$ cat src/design/ncfpwm_pkg.sv
// ----------------------------------------------------------------------------
// ncfpwm_pkg
// types and constants shared by the nixie crossfade pwm driver
// ----------------------------------------------------------------------------
package ncfpwm_pkg;

  localparam int unsigned VAL_W     = 7;
  localparam int unsigned TIME_W    = 3 * VAL_W;
  localparam int unsigned CODE_W    = 4;
  localparam int unsigned LINES_W   = 6 * CODE_W + 2;
  localparam int unsigned CNT_W     = 8;
  localparam int unsigned CFG_IDX_W = 3;
  localparam int unsigned CFG_DAT_W = 8;

  localparam logic [CODE_W-1:0] BLANK_CODE    = 4'hF;
  localparam logic [CNT_W-1:0]  END_COMPARE   = 8'hFF;
  localparam logic [CNT_W-1:0]  BRIGHT_RELOAD = 8'hF0;
  localparam logic [CNT_W-1:0]  DUTY_RESET    = 8'd192;
  localparam logic [CNT_W-1:0]  STEP_RESET    = 8'd2;

  // all six tubes blank, both colons dark
  localparam logic [LINES_W-1:0] BLANK_LINES = {2'b00, {(6 * CODE_W){1'b1}}};

  typedef enum logic [CFG_IDX_W-1:0] {
    REG_DUTY_POINT         = 3'd0,
    REG_FADE_ENABLE        = 3'd1,
    REG_FADE_STEP          = 3'd2,
    REG_BLANK_LEADING_ZERO = 3'd3,
    REG_FULL_BRIGHT        = 3'd4
  } cfg_reg_t;

  typedef struct packed {
    logic [CNT_W-1:0] duty_point;
    logic             fade_enable;
    logic [CNT_W-1:0] fade_step;
    logic             blank_leading_zero;
    logic             full_bright;
  } cfg_t;

endpackage

$ cat src/design/ncfpwm_cfg_regs.sv
// ----------------------------------------------------------------------------
// ncfpwm_cfg_regs
// configuration register file, write only
// ----------------------------------------------------------------------------
module ncfpwm_cfg_regs (
  input  logic                                clk,
  input  logic                                rst_n,
  input  logic                                cfg_we,
  input  logic [ncfpwm_pkg::CFG_IDX_W-1:0]    cfg_index,
  input  logic [ncfpwm_pkg::CFG_DAT_W-1:0]    cfg_wdata,
  output ncfpwm_pkg::cfg_t                    cfg_o
);
  import ncfpwm_pkg::*;

  cfg_t cfg_r;
  cfg_t cfg_nxt;

  always_comb begin
    cfg_nxt = cfg_r;
    if (cfg_we) begin
      unique case (cfg_reg_t'(cfg_index))
        REG_DUTY_POINT:         cfg_nxt.duty_point         = cfg_wdata;
        REG_FADE_ENABLE:        cfg_nxt.fade_enable        = cfg_wdata[0];
        REG_FADE_STEP:          cfg_nxt.fade_step          = cfg_wdata;
        REG_BLANK_LEADING_ZERO: cfg_nxt.blank_leading_zero = cfg_wdata[0];
        REG_FULL_BRIGHT:        cfg_nxt.full_bright        = cfg_wdata[0];
        default:                cfg_nxt = cfg_r;
      endcase
    end
  end

  always_ff @(posedge clk) begin
    if (!rst_n) begin
      cfg_r.duty_point         <= DUTY_RESET;
      cfg_r.fade_enable        <= 1'b1;
      cfg_r.fade_step          <= STEP_RESET;
      cfg_r.blank_leading_zero <= 1'b0;
      cfg_r.full_bright        <= 1'b0;
    end else begin
      cfg_r <= cfg_nxt;
    end
  end

  assign cfg_o = cfg_r;

endmodule

$ cat src/design/ncfpwm_digit_enc.sv
// ----------------------------------------------------------------------------
// ncfpwm_digit_enc
// splits a packed time into six bcd driver codes plus colon lines
// ----------------------------------------------------------------------------
module ncfpwm_digit_enc (
  input  logic [ncfpwm_pkg::TIME_W-1:0]  time_val,
  input  logic [1:0]                     colons,
  input  logic                           blank_lz,
  output logic [ncfpwm_pkg::LINES_W-1:0] lines
);
  import ncfpwm_pkg::*;

  // divide by ten as multiply by 205 and shift by 11, exact below 128
  function automatic logic [CODE_W-1:0] div10(input logic [VAL_W-1:0] v);
    logic [VAL_W+7:0] prod;
    prod = (VAL_W + 8)'(v) * (VAL_W + 8)'(205);
    return prod[VAL_W+7:VAL_W+4];
  endfunction

  function automatic logic [CODE_W-1:0] ones_of(input logic [VAL_W-1:0] v);
    logic [VAL_W-1:0] rem;
    rem = v - VAL_W'(div10(v)) * VAL_W'(10);
    return rem[CODE_W-1:0];
  endfunction

  function automatic logic [CODE_W-1:0] tens_code(input logic [VAL_W-1:0] v);
    logic [CODE_W-1:0] t;
    t = div10(v);
    return (t > CODE_W'(9)) ? BLANK_CODE : t;
  endfunction

  logic [VAL_W-1:0]  hrs, mins, secs;
  logic [CODE_W-1:0] hr_tens;

  assign hrs  = time_val[TIME_W-1:2*VAL_W];
  assign mins = time_val[2*VAL_W-1:VAL_W];
  assign secs = time_val[VAL_W-1:0];

  // leading zero suppression on the hour tens tube
  assign hr_tens = (blank_lz && (div10(hrs) == '0)) ? BLANK_CODE : tens_code(hrs);

  assign lines = {colons,
                  ones_of(secs), tens_code(secs),
                  ones_of(mins), tens_code(mins),
                  ones_of(hrs),  hr_tens};

endmodule

$ cat src/design/ncfpwm_frame_ctrl.sv
// ----------------------------------------------------------------------------
// ncfpwm_frame_ctrl
// frame counter, fade and brightness compares, drive line register
// ----------------------------------------------------------------------------
module ncfpwm_frame_ctrl (
  input  logic                                clk,
  input  logic                                rst_n,
  input  ncfpwm_pkg::cfg_t                    cfg,
  input  logic                                req_take,
  input  logic                                cmd,
  input  logic [ncfpwm_pkg::VAL_W-1:0]        hours,
  input  logic [ncfpwm_pkg::VAL_W-1:0]        minutes,
  input  logic [ncfpwm_pkg::VAL_W-1:0]        seconds,
  input  logic [1:0]                          colon_bits,
  input  logic                                start_fade,
  input  logic                                normal_mode,
  output logic [ncfpwm_pkg::LINES_W-1:0]      drive_lines
);
  import ncfpwm_pkg::*;

  logic [CNT_W-1:0]   frame_count_r, frame_count_nxt;
  logic [CNT_W-1:0]   fade_point_r, fade_point_nxt;
  logic [CNT_W-1:0]   bright_cmp_r, bright_cmp_nxt;
  logic [TIME_W-1:0]  new_time_r, new_time_nxt;
  logic [TIME_W-1:0]  old_time_r, old_time_nxt;
  logic [1:0]         colon_r, colon_nxt;
  logic [LINES_W-1:0] lines_r, lines_nxt;

  logic [CNT_W-1:0]   cnt_inc;
  logic               fade_hit, fade_dec, bright_hit;
  logic [TIME_W-1:0]  old_mid;
  logic               blank_lz;
  logic [LINES_W-1:0] new_lines, old_lines;

  assign cnt_inc    = frame_count_r + CNT_W'(1);
  assign fade_hit   = (cnt_inc == fade_point_r);
  assign fade_dec   = cfg.fade_enable && (fade_point_r > cfg.fade_step);
  assign bright_hit = (cnt_inc == bright_cmp_r);
  // fade end copies new time over old before the end of frame looks at it
  assign old_mid    = (fade_hit && !fade_dec) ? new_time_r : old_time_r;
  assign blank_lz   = cfg.blank_leading_zero && normal_mode;

  ncfpwm_digit_enc u_enc_new (
    .time_val (new_time_r),
    .colons   (colon_r),
    .blank_lz (blank_lz),
    .lines    (new_lines)
  );

  ncfpwm_digit_enc u_enc_old (
    .time_val (old_mid),
    .colons   (colon_r),
    .blank_lz (blank_lz),
    .lines    (old_lines)
  );

  always_comb begin
    frame_count_nxt = frame_count_r;
    fade_point_nxt  = fade_point_r;
    bright_cmp_nxt  = bright_cmp_r;
    new_time_nxt    = new_time_r;
    old_time_nxt    = old_time_r;
    colon_nxt       = colon_r;
    lines_nxt       = lines_r;
    if (req_take) begin
      if (cmd) begin
        new_time_nxt = {hours, minutes, seconds};
        colon_nxt    = colon_bits;
        if (start_fade) begin
          fade_point_nxt = cfg.duty_point;
        end
      end else begin
        frame_count_nxt = cnt_inc;
        old_time_nxt    = old_mid;
        if (fade_hit) begin
          lines_nxt = new_lines;
          if (fade_dec) begin
            fade_point_nxt = fade_point_r - cfg.fade_step;
          end
        end
        if (bright_hit) begin
          if (bright_cmp_r == cfg.duty_point) begin
            lines_nxt      = BLANK_LINES;
            bright_cmp_nxt = END_COMPARE;
          end else begin
            lines_nxt       = old_lines;
            bright_cmp_nxt  = cfg.full_bright ? BRIGHT_RELOAD : cfg.duty_point;
            frame_count_nxt = '0;
          end
        end
      end
    end
  end

  always_ff @(posedge clk) begin
    if (!rst_n) begin
      frame_count_r <= '0;
      fade_point_r  <= DUTY_RESET;
      bright_cmp_r  <= DUTY_RESET;
      new_time_r    <= '0;
      old_time_r    <= '0;
      colon_r       <= '0;
      lines_r       <= '0;
    end else begin
      frame_count_r <= frame_count_nxt;
      fade_point_r  <= fade_point_nxt;
      bright_cmp_r  <= bright_cmp_nxt;
      new_time_r    <= new_time_nxt;
      old_time_r    <= old_time_nxt;
      colon_r       <= colon_nxt;
      lines_r       <= lines_nxt;
    end
  end

  assign drive_lines = lines_r;

endmodule

$ cat src/design/nixie_crossfade_pwm_driver_unit.sv
// latency: a request accepted at one edge shows its result from the next cycle on
// throughput: one request per cycle unless a result is stalled; the drive line
// register is the output stage, reloaded on fade or brightness hits of frame requests
// reset: synchronous active low; registers return to their power-on values,
// drive lines clear and no result is pending
// ----------------------------------------------------------------------------
// nixie_crossfade_pwm_driver_unit
// crossfading pwm driver for six bcd tubes and two colons
// ----------------------------------------------------------------------------
module nixie_crossfade_pwm_driver_unit (
  input  logic                                clk,
  input  logic                                rst_n,
  input  logic                                cfg_we,
  input  logic [ncfpwm_pkg::CFG_IDX_W-1:0]    cfg_index,
  input  logic [ncfpwm_pkg::CFG_DAT_W-1:0]    cfg_wdata,
  input  logic                                in_valid,
  output logic                                in_ready,
  input  logic                                in_cmd,
  input  logic [ncfpwm_pkg::VAL_W-1:0]        in_hours,
  input  logic [ncfpwm_pkg::VAL_W-1:0]        in_minutes,
  input  logic [ncfpwm_pkg::VAL_W-1:0]        in_seconds,
  input  logic [1:0]                          in_colon_bits,
  input  logic                                in_start_fade,
  input  logic                                in_normal_mode,
  output logic                                out_valid,
  input  logic                                out_ready,
  output logic [ncfpwm_pkg::CODE_W-1:0]       out_hour_tens_code,
  output logic [ncfpwm_pkg::CODE_W-1:0]       out_hour_ones_code,
  output logic [ncfpwm_pkg::CODE_W-1:0]       out_minute_tens_code,
  output logic [ncfpwm_pkg::CODE_W-1:0]       out_minute_ones_code,
  output logic [ncfpwm_pkg::CODE_W-1:0]       out_second_tens_code,
  output logic [ncfpwm_pkg::CODE_W-1:0]       out_second_ones_code,
  output logic                                out_right_colon,
  output logic                                out_left_colon
);
  import ncfpwm_pkg::*;

  cfg_t               cfg;
  logic               req_take;
  logic               out_valid_r, out_valid_nxt;
  logic [LINES_W-1:0] lines;

  assign in_ready = !out_valid_r || out_ready;
  assign req_take = in_valid && in_ready;

  always_comb begin
    out_valid_nxt = out_valid_r;
    if (req_take) begin
      out_valid_nxt = 1'b1;
    end else if (out_ready) begin
      out_valid_nxt = 1'b0;
    end
  end

  always_ff @(posedge clk) begin
    if (!rst_n) begin
      out_valid_r <= 1'b0;
    end else begin
      out_valid_r <= out_valid_nxt;
    end
  end

  ncfpwm_cfg_regs u_cfg (
    .clk       (clk),
    .rst_n     (rst_n),
    .cfg_we    (cfg_we),
    .cfg_index (cfg_index),
    .cfg_wdata (cfg_wdata),
    .cfg_o     (cfg)
  );

  ncfpwm_frame_ctrl u_ctrl (
    .clk         (clk),
    .rst_n       (rst_n),
    .cfg         (cfg),
    .req_take    (req_take),
    .cmd         (in_cmd),
    .hours       (in_hours),
    .minutes     (in_minutes),
    .seconds     (in_seconds),
    .colon_bits  (in_colon_bits),
    .start_fade  (in_start_fade),
    .normal_mode (in_normal_mode),
    .drive_lines (lines)
  );

  assign out_valid            = out_valid_r;
  assign out_hour_tens_code   = lines[CODE_W-1:0];
  assign out_hour_ones_code   = lines[2*CODE_W-1:CODE_W];
  assign out_minute_tens_code = lines[3*CODE_W-1:2*CODE_W];
  assign out_minute_ones_code = lines[4*CODE_W-1:3*CODE_W];
  assign out_second_tens_code = lines[5*CODE_W-1:4*CODE_W];
  assign out_second_ones_code = lines[6*CODE_W-1:5*CODE_W];
  assign out_right_colon      = lines[6*CODE_W];
  assign out_left_colon       = lines[6*CODE_W+1];

endmodule

$ cat config.mk
export PLATFORM = sky130hd
export DESIGN_NAME = nixie_crossfade_pwm_driver_unit
export DESIGN_NICKNAME = d
export VERILOG_FILES = /design/src/design/ncfpwm_pkg.sv /design/src/design/ncfpwm_cfg_regs.sv /design/src/design/ncfpwm_digit_enc.sv /design/src/design/ncfpwm_frame_ctrl.sv /design/src/design/nixie_crossfade_pwm_driver_unit.sv
export SDC_FILE = /design/constraint.sdc
export NUM_CORES = 1
export LEC_CHECK = 0
export ABC_CLOCK_PERIOD_IN_PS = 10370
export CAP_MARGIN = 10
export CORE_MARGIN = 1
export CORE_UTILIZATION = 59
export DETAILED_ROUTE_END_ITERATION = 8
export DONT_BUFFER_PORTS = 1
export PLACE_DENSITY_LB_ADDON = 0.05
export SKIP_LAST_GASP = 1
export SYNTH_ARGS = -nofsm -noshare
export SYNTH_HDL_FRONTEND = slang
export SYNTH_HIERARCHICAL = 1
export SYNTH_SLANG_ARGS = --single-unit
export TNS_END_PERCENT = 100
$ cat constraint.sdc
create_clock -name clk -period 10.37 [get_ports clk]
set_clock_uncertainty 0.15 [all_clocks]
set_input_delay 0.5185 -clock clk [delete_from_list [all_inputs] [get_ports clk]]
set_output_delay 0.5185 -clock clk [all_outputs]
set_load 0.01 [all_outputs]
# After elaboration in Yosys (flattened, before gate mapping)
# Cells that the tools add are included.
[totals]
input_bits = 42
output_inout_bits = 28
ff_bits = 114
wordCells = 97
[op_classes]
bitwise = 1
mux = 22
n_eq_ne = 8
n_lt_le_gt_ge = 7
n_addsub = 8
n_reduce_logical = 26
multipliers = 12
[op_table]
columns = ["operator", "count"]
rows = [
  ["$mul 7x8->15 const B", 6],
  ["$mux 26", 3],
  ["$mux 8", 8],
  ["$mux 4", 8],
  ["$eq 8x8->1", 3],
  ["$gt 4x4->1 const B", 6],
  ["$mul 4x3->3 const B", 6],
  ["$sub 4x4->4", 6],
  ["$mux 21", 1],
  ["$reduce_and 2->1", 7],
  ["$add 8x1->8 const B", 1],
  ["$gt 8x8->1", 1],
  ["$logic_not 4->1", 2],
  ["$reduce_bool 2->1", 4],
  ["$sub 8x8->8", 1],
  ["$eq 3x2->1 const B", 2],
  ["$logic_and 1x1->1", 6],
  ["$reduce_and 3->1", 2],
  ["$reduce_and 4->1", 1],
  ["$eq 3x1->1 const B", 1],
  ["$eq 3x3->1 const B", 1],
  ["$logic_not 3->1", 1],
  ["$logic_not 1->1", 2],
  ["$mux 1", 2],
  ["3 further kinds", 3],
]

# Longest topological paths before layout
[logic_depth]
depth_word = 11
mapped_depth = 32
mapped_depth_nobuf = 31

# Hierarchy
# Netlist, hierarchy kept.
[modules_own_cells]
columns = ["mod", "cells_each", "n_inst", "seq_area_each_um2", "area_per_inst_um2"]
rows = [
  ["ncfpwm_frame_ctrl", 624, 1, 1881.8, 5063.6],
  ["ncfpwm_digit_enc (u_ctrl.u_enc_new)", 354, 1, 0.0, 3206.8],
  ["ncfpwm_digit_enc (u_ctrl.u_enc_old)", 318, 1, 0.0, 2939.1],
  ["ncfpwm_cfg_regs", 79, 1, 380.4, 804.5],
  ["nixie_crossfade_pwm_driver_unit", 5, 1, 20.0, 57.6],
]

# Worst setup path after synthesis
# No wires, ideal clock.
[synth_timing]
kind = "reg-to-reg"
startpoint = "register u_ctrl.fade_point_r[0]"
endpoint = "register u_ctrl.lines_r[7] (netlist: u_ctrl/drive_lines[7])"
required_ps = 10099
setup_time_ps = 121
t_arrival_ps = 6618
period_less_slack_ps = 6889
path_slack_ps = 3481
n_path_buf = 1
stages_incl_launch_ff = 33
path_cell_list = "dfxtp_1 inv_1 ha_1 inv_1 fa_1 a21oi_1 o21ai_0 a21oi_1 a21oi_1 nor2_1 buf_1 mux2_2 ha_1 inv_1 fa_1 inv_1 ha_1 inv_1 fa_1 inv_1 ha_1 a211oi_2 o31ai_2 or3_1 and2_1 ha_1 fa_1 xnor2_1 xnor2_1 xnor2_1 xnor2_1 o21ai_0 o22ai_1"
[synth_via]
elab_chain_cells = 10
word_cells_on_any_way = 13
cone_classes = "1 x add/sub; 2 x mul; 1 x order compare; 1 x eq/ne; 3 x mux; 5 x reduce/logical"
[synth_rtl]
columns = ["item", "line_no", "source"]
rows = [
  ["from (decl)", "ncfpwm_frame_ctrl.sv:22", "logic [CNT_W-1:0] fade_point_r, fade_point_nxt;"],
  ["from (signal assigned)", "ncfpwm_frame_ctrl.sv:106", "fade_point_r <= fade_point_nxt;"],
  ["$gt 8x8->1", "ncfpwm_frame_ctrl.sv:37", "assign fade_dec = cfg.fade_enable && (fade_point_r > cfg.fade_step);"],
  ["$logic_and 1x1->1", "ncfpwm_frame_ctrl.sv:37", ""],
  ["$logic_not 1->1", "ncfpwm_frame_ctrl.sv:40", "assign old_mid = (fade_hit && !fade_dec) ? new_time_r : old_time_r;"],
  ["$logic_and 1x1->1 (*)", "ncfpwm_frame_ctrl.sv:40", ""],
  ["$mux 21 (*)", "ncfpwm_frame_ctrl.sv:40", ""],
  ["via u_ctrl.old_mid[18]", "ncfpwm_frame_ctrl.sv:31", "logic [TIME_W-1:0] old_mid;"],
  ["$mul 7x8->15 (*)", "ncfpwm_digit_enc.sv:16", "prod = (VAL_W + 8)'(v) * (VAL_W + 8)'(205);"],
  ["$mul 4x3->3 (*)", "ncfpwm_digit_enc.sv:22", "rem = v - VAL_W'(div10(v)) * VAL_W'(10);"],
  ["$sub 4x4->4 (*)", "ncfpwm_digit_enc.sv:22", ""],
  ["via u_ctrl.old_lines[7]", "ncfpwm_frame_ctrl.sv:33", "logic [LINES_W-1:0] new_lines, old_lines;"],
  ["$mux 26 (*)", "ncfpwm_frame_ctrl.sv:82", "if (bright_cmp_r == cfg.duty_point) begin"],
  ["$mux 26 (*)", "ncfpwm_frame_ctrl.sv:81", "if (bright_hit) begin"],
  ["to (signal assigned)", "ncfpwm_frame_ctrl.sv:111", "lines_r <= lines_nxt;"],
  ["to (decl)", "ncfpwm_frame_ctrl.sv:27", "logic [LINES_W-1:0] lines_r, lines_nxt;"],
]
# The timed path passes the listed nets; every way through them passes the cells marked *.
# A chain may end at the register's enable or synchronous reset.

# Worst setup path in the final report
# Ends and elaborated chain as after synthesis.

==> results.txt <==
Final Setup Violations: 0
Syn avg cell area: 8.748 um2
Most frequent cells in the layout: ha_1, nand2_1, inv_1
Met2 WL: 13240 um
Sequential fraction of the synthesis area: 18.91%
WL met3: 1074 um
Reg-to-reg startpoint: u_ctrl/fade_point_r[0]
Max-slew violation count: 0
Fin util: 64.03%
Final Critical Period: 7.335 ns
# rows: 51
Critical path's most frequent cell: inv_1
CP Capture Type: register
Finished Cell Area: 12670 um2
R2r worst-path depth: 32
Wire length of the first global-routing pass: 47130 um
Cts hold-fix bufs: 0
Syn Inst Count: 1380
Clock buffer count from CTS: 17
Avg WL per Cell: 17.62 um
Fraction of registers with async set/reset: 0%
Top_reg_cell synth: dfxtp_1
Worst-path maximum fanout: 21
Final wirelength: 28460 um
Synthesized flop and latch total: 114
Clock root cell: clkbuf_16
Setup ws final: 3.035 ns
Max Fclk: 136.3 MHz
CP startpoint: u_ctrl/fade_point_r[0]
IO Count: 70
Worst Tran Pin Value: 1.259 ns
Pwr Density: 94.60 nW/um2
TritonCTS clock tree: built
DIE HEIGHT: 145.0 um
Syn nets: 1694
Worst EP arrival: 7.49 ns
Leak: 6.232 nW
Ys Warns: 6
Drt first pass iters: 5
Adder-Cell Fraction of Synth Area: 31.61%
Antenna Nets Post-Route: 0
Layout Nets: 1651
Port Buffer Count: 0
Slew Limit Headroom: 15.49%
Post-synth EDFFs: 0
Largest family of logic cells by synthesized area: adder cells
Initial drt markers: 479
Synth Area in Compound Gates: 14.37%
RR Endpoint: u_ctrl/drive_lines[7]
Die footprint: 21040 um2
Area of the core: 19780 um2
# DRC: 0
RSZ-0062 raised after global routing: false
Tightest Hold Check Type: in2reg
Critical path class: reg2reg
DIE WIDTH: 145.0 um
Setup bufs post-CTS: 0
Number of global-route vias before repair: 9232
Total GRT Usage: 28.01%
Overflow left after global routing: 0
Top sig layer: met5
Slowest library cell on the worst path: fa_1
Worst-skew pair later-pin latency: 0.42 ns
Initial antenna violation count: 1
Min-delay src: rst_n
Max-Cap Viols: 0
Largest net degree at the start of global routing: 75
Worst vdd ir: 88.89 uV
Mapped cell area: 12070 um2
Starting Density: 61.02%
Area Growth Syn to Fin: 4.923%
Placed Area: 12100 um2
Reg clk slew, reported paths: 0.06 ns
Status: finished, final reports clean
Vias per inst: 5.845
Setup TNS: 0 ns
Mux cell area share after synthesis: 5.348%
CP required: 10.52 ns
H-tree depth: 4
Hold Fails Final Rpt: 0
N_diodes: 0
DP HPWL: 21930 um
Hold EP: u_ctrl/bright_cmp_r[7]
Clk sinks: 114
DP Worst Slack: 3.115 ns
Period utilisation layout: 70.74%
CTS resizes: 0
CP max stage delay: 0.51 ns
Simple-gate area share of the yosys netlist: 15.32%
Met1 Wirelength: 13500 um
Startpoint types: register
GP Congestion: 0.8815
R2r setup slk: 3.03 ns
Fraction of layout cells with a size suffix above 1: 8.444%
Hold path cells: 1
Vias: 9440
Commonest non-fill, non-tap cell in the layout: ha_1
Post-Synth XOR/XNOR Area: 6.613%
CTS Buffer Depth: 2
Unique masters post-synth: 96
==> registers in the layout, indices dropped and copies added (netlist names) <==
register              count
u_ctrl/fade_point_r       8
u_ctrl/new_time_r        21
u_ctrl/colon_r            2
u_ctrl/bright_cmp_r       8
u_ctrl/frame_count_r      8
u_ctrl/old_time_r        21
out_valid                 1
u_cfg/cfg_o              19
u_ctrl/drive_lines       26
==> final cells by class <==
cell class                      instances  area (um2)
Clock inverter                         15       137.6
Inverter                              158       593.1
Clock buffer                           17       425.4
Multi-Input combinational cell       1040        8851
Timing Repair Buffer                    6       45.04
Sequential cell                       114        2282
Fill cell                            1739        7116
Tap cell                              265       331.6
==> routing by layer <==
layer | track usage (%) | vias up
li1 | - | 4674
met2 | 46.01 | 188
met3 | 4.686 | 34
met5 | 0 | -
met4 | 9.149 | 2
met1 | 37.23 | 4542
==> report_power, final <==
group | switching [W] | leakage [nW] | internal (W)
Combinational | 0.000104 | 5.05 | 0.0000747
Clock | 0.000228 | 0.258 | 0.000330
Sequential | 0.0000159 | 0.923 | 0.000446
Total | 0.000348 | 6.23 | 0.000851
==> cells by family after synthesis <==
kind of cell | count (synthesis)
AO/OA/AOI/OAI | 256
XOR/XNOR | 80
adder cells (fa/ha/maj) | 272
buffers and inverters | 226
flip-flops | 114
multiplexers | 61
AND/OR/NAND/NOR | 371
==> how the worst max path moves through the flow <==
stage / end / slack (ns)
CTS: u_ctrl/drive_lines[7] / 3.06
finish: u_ctrl/drive_lines[7] / 3.03
global placement: u_ctrl/drive_lines[7] / 3.22
floorplan: u_ctrl/drive_lines[7] / 3.48
global route: u_ctrl/drive_lines[7] / 2.48
detailed placement: u_ctrl/drive_lines[7] / 3.12
==> cell usage after synthesis, types with 24 or more instances <==
master    instances  area, um2
ha_1            217       2715
mux2i_1          36      360.4
o21ai_0          37      185.2
nor2_1           50      187.7
a21oi_1          93      465.5
nand3_1          25      125.1
inv_1           156      585.6
mux2_2           24      270.3
clkbuf_1         39      146.4
nand2_1         167      626.9
xor2_1           33      289.0
dfxtp_1         114       2282
xnor2_1          39      341.6
fa_1             55       1101
==> per-stage QoR <==
| step | total power (W) | hold WS [ns] | instances |
|---|---|---|---|
| 2_1_floorplan | 0.0006083 | 0.2794 | 1380 |
| 3_3_place_gp | 0.0006439 | 0.2856 | 1583 |
| 3_5_place_dp | 0.0006474 | 0.2940 | 1583 |
| 4_1_cts | 0.001205 | 0.02368 | 1615 |
| 5_1_grt | 0.001253 | 0.02700 | 1615 |
| 6_report | 0.001198 | 0.06015 | 1615 |
==> worst max-delay path: cells and delay by family (launching register included) <==
family                     cells  cell delay [ns]
AOI/OAI and AO/OA              8             1.39
xor gates and xnor gates       4             0.62
adders and majority gates      9             3.01
buffers and inverters          7             0.61
DFF                            1             0.31
muxes                          1             0.42
and+or+nand+nor                3             0.67
Note: power is estimated with default switching activity, not from simulation.
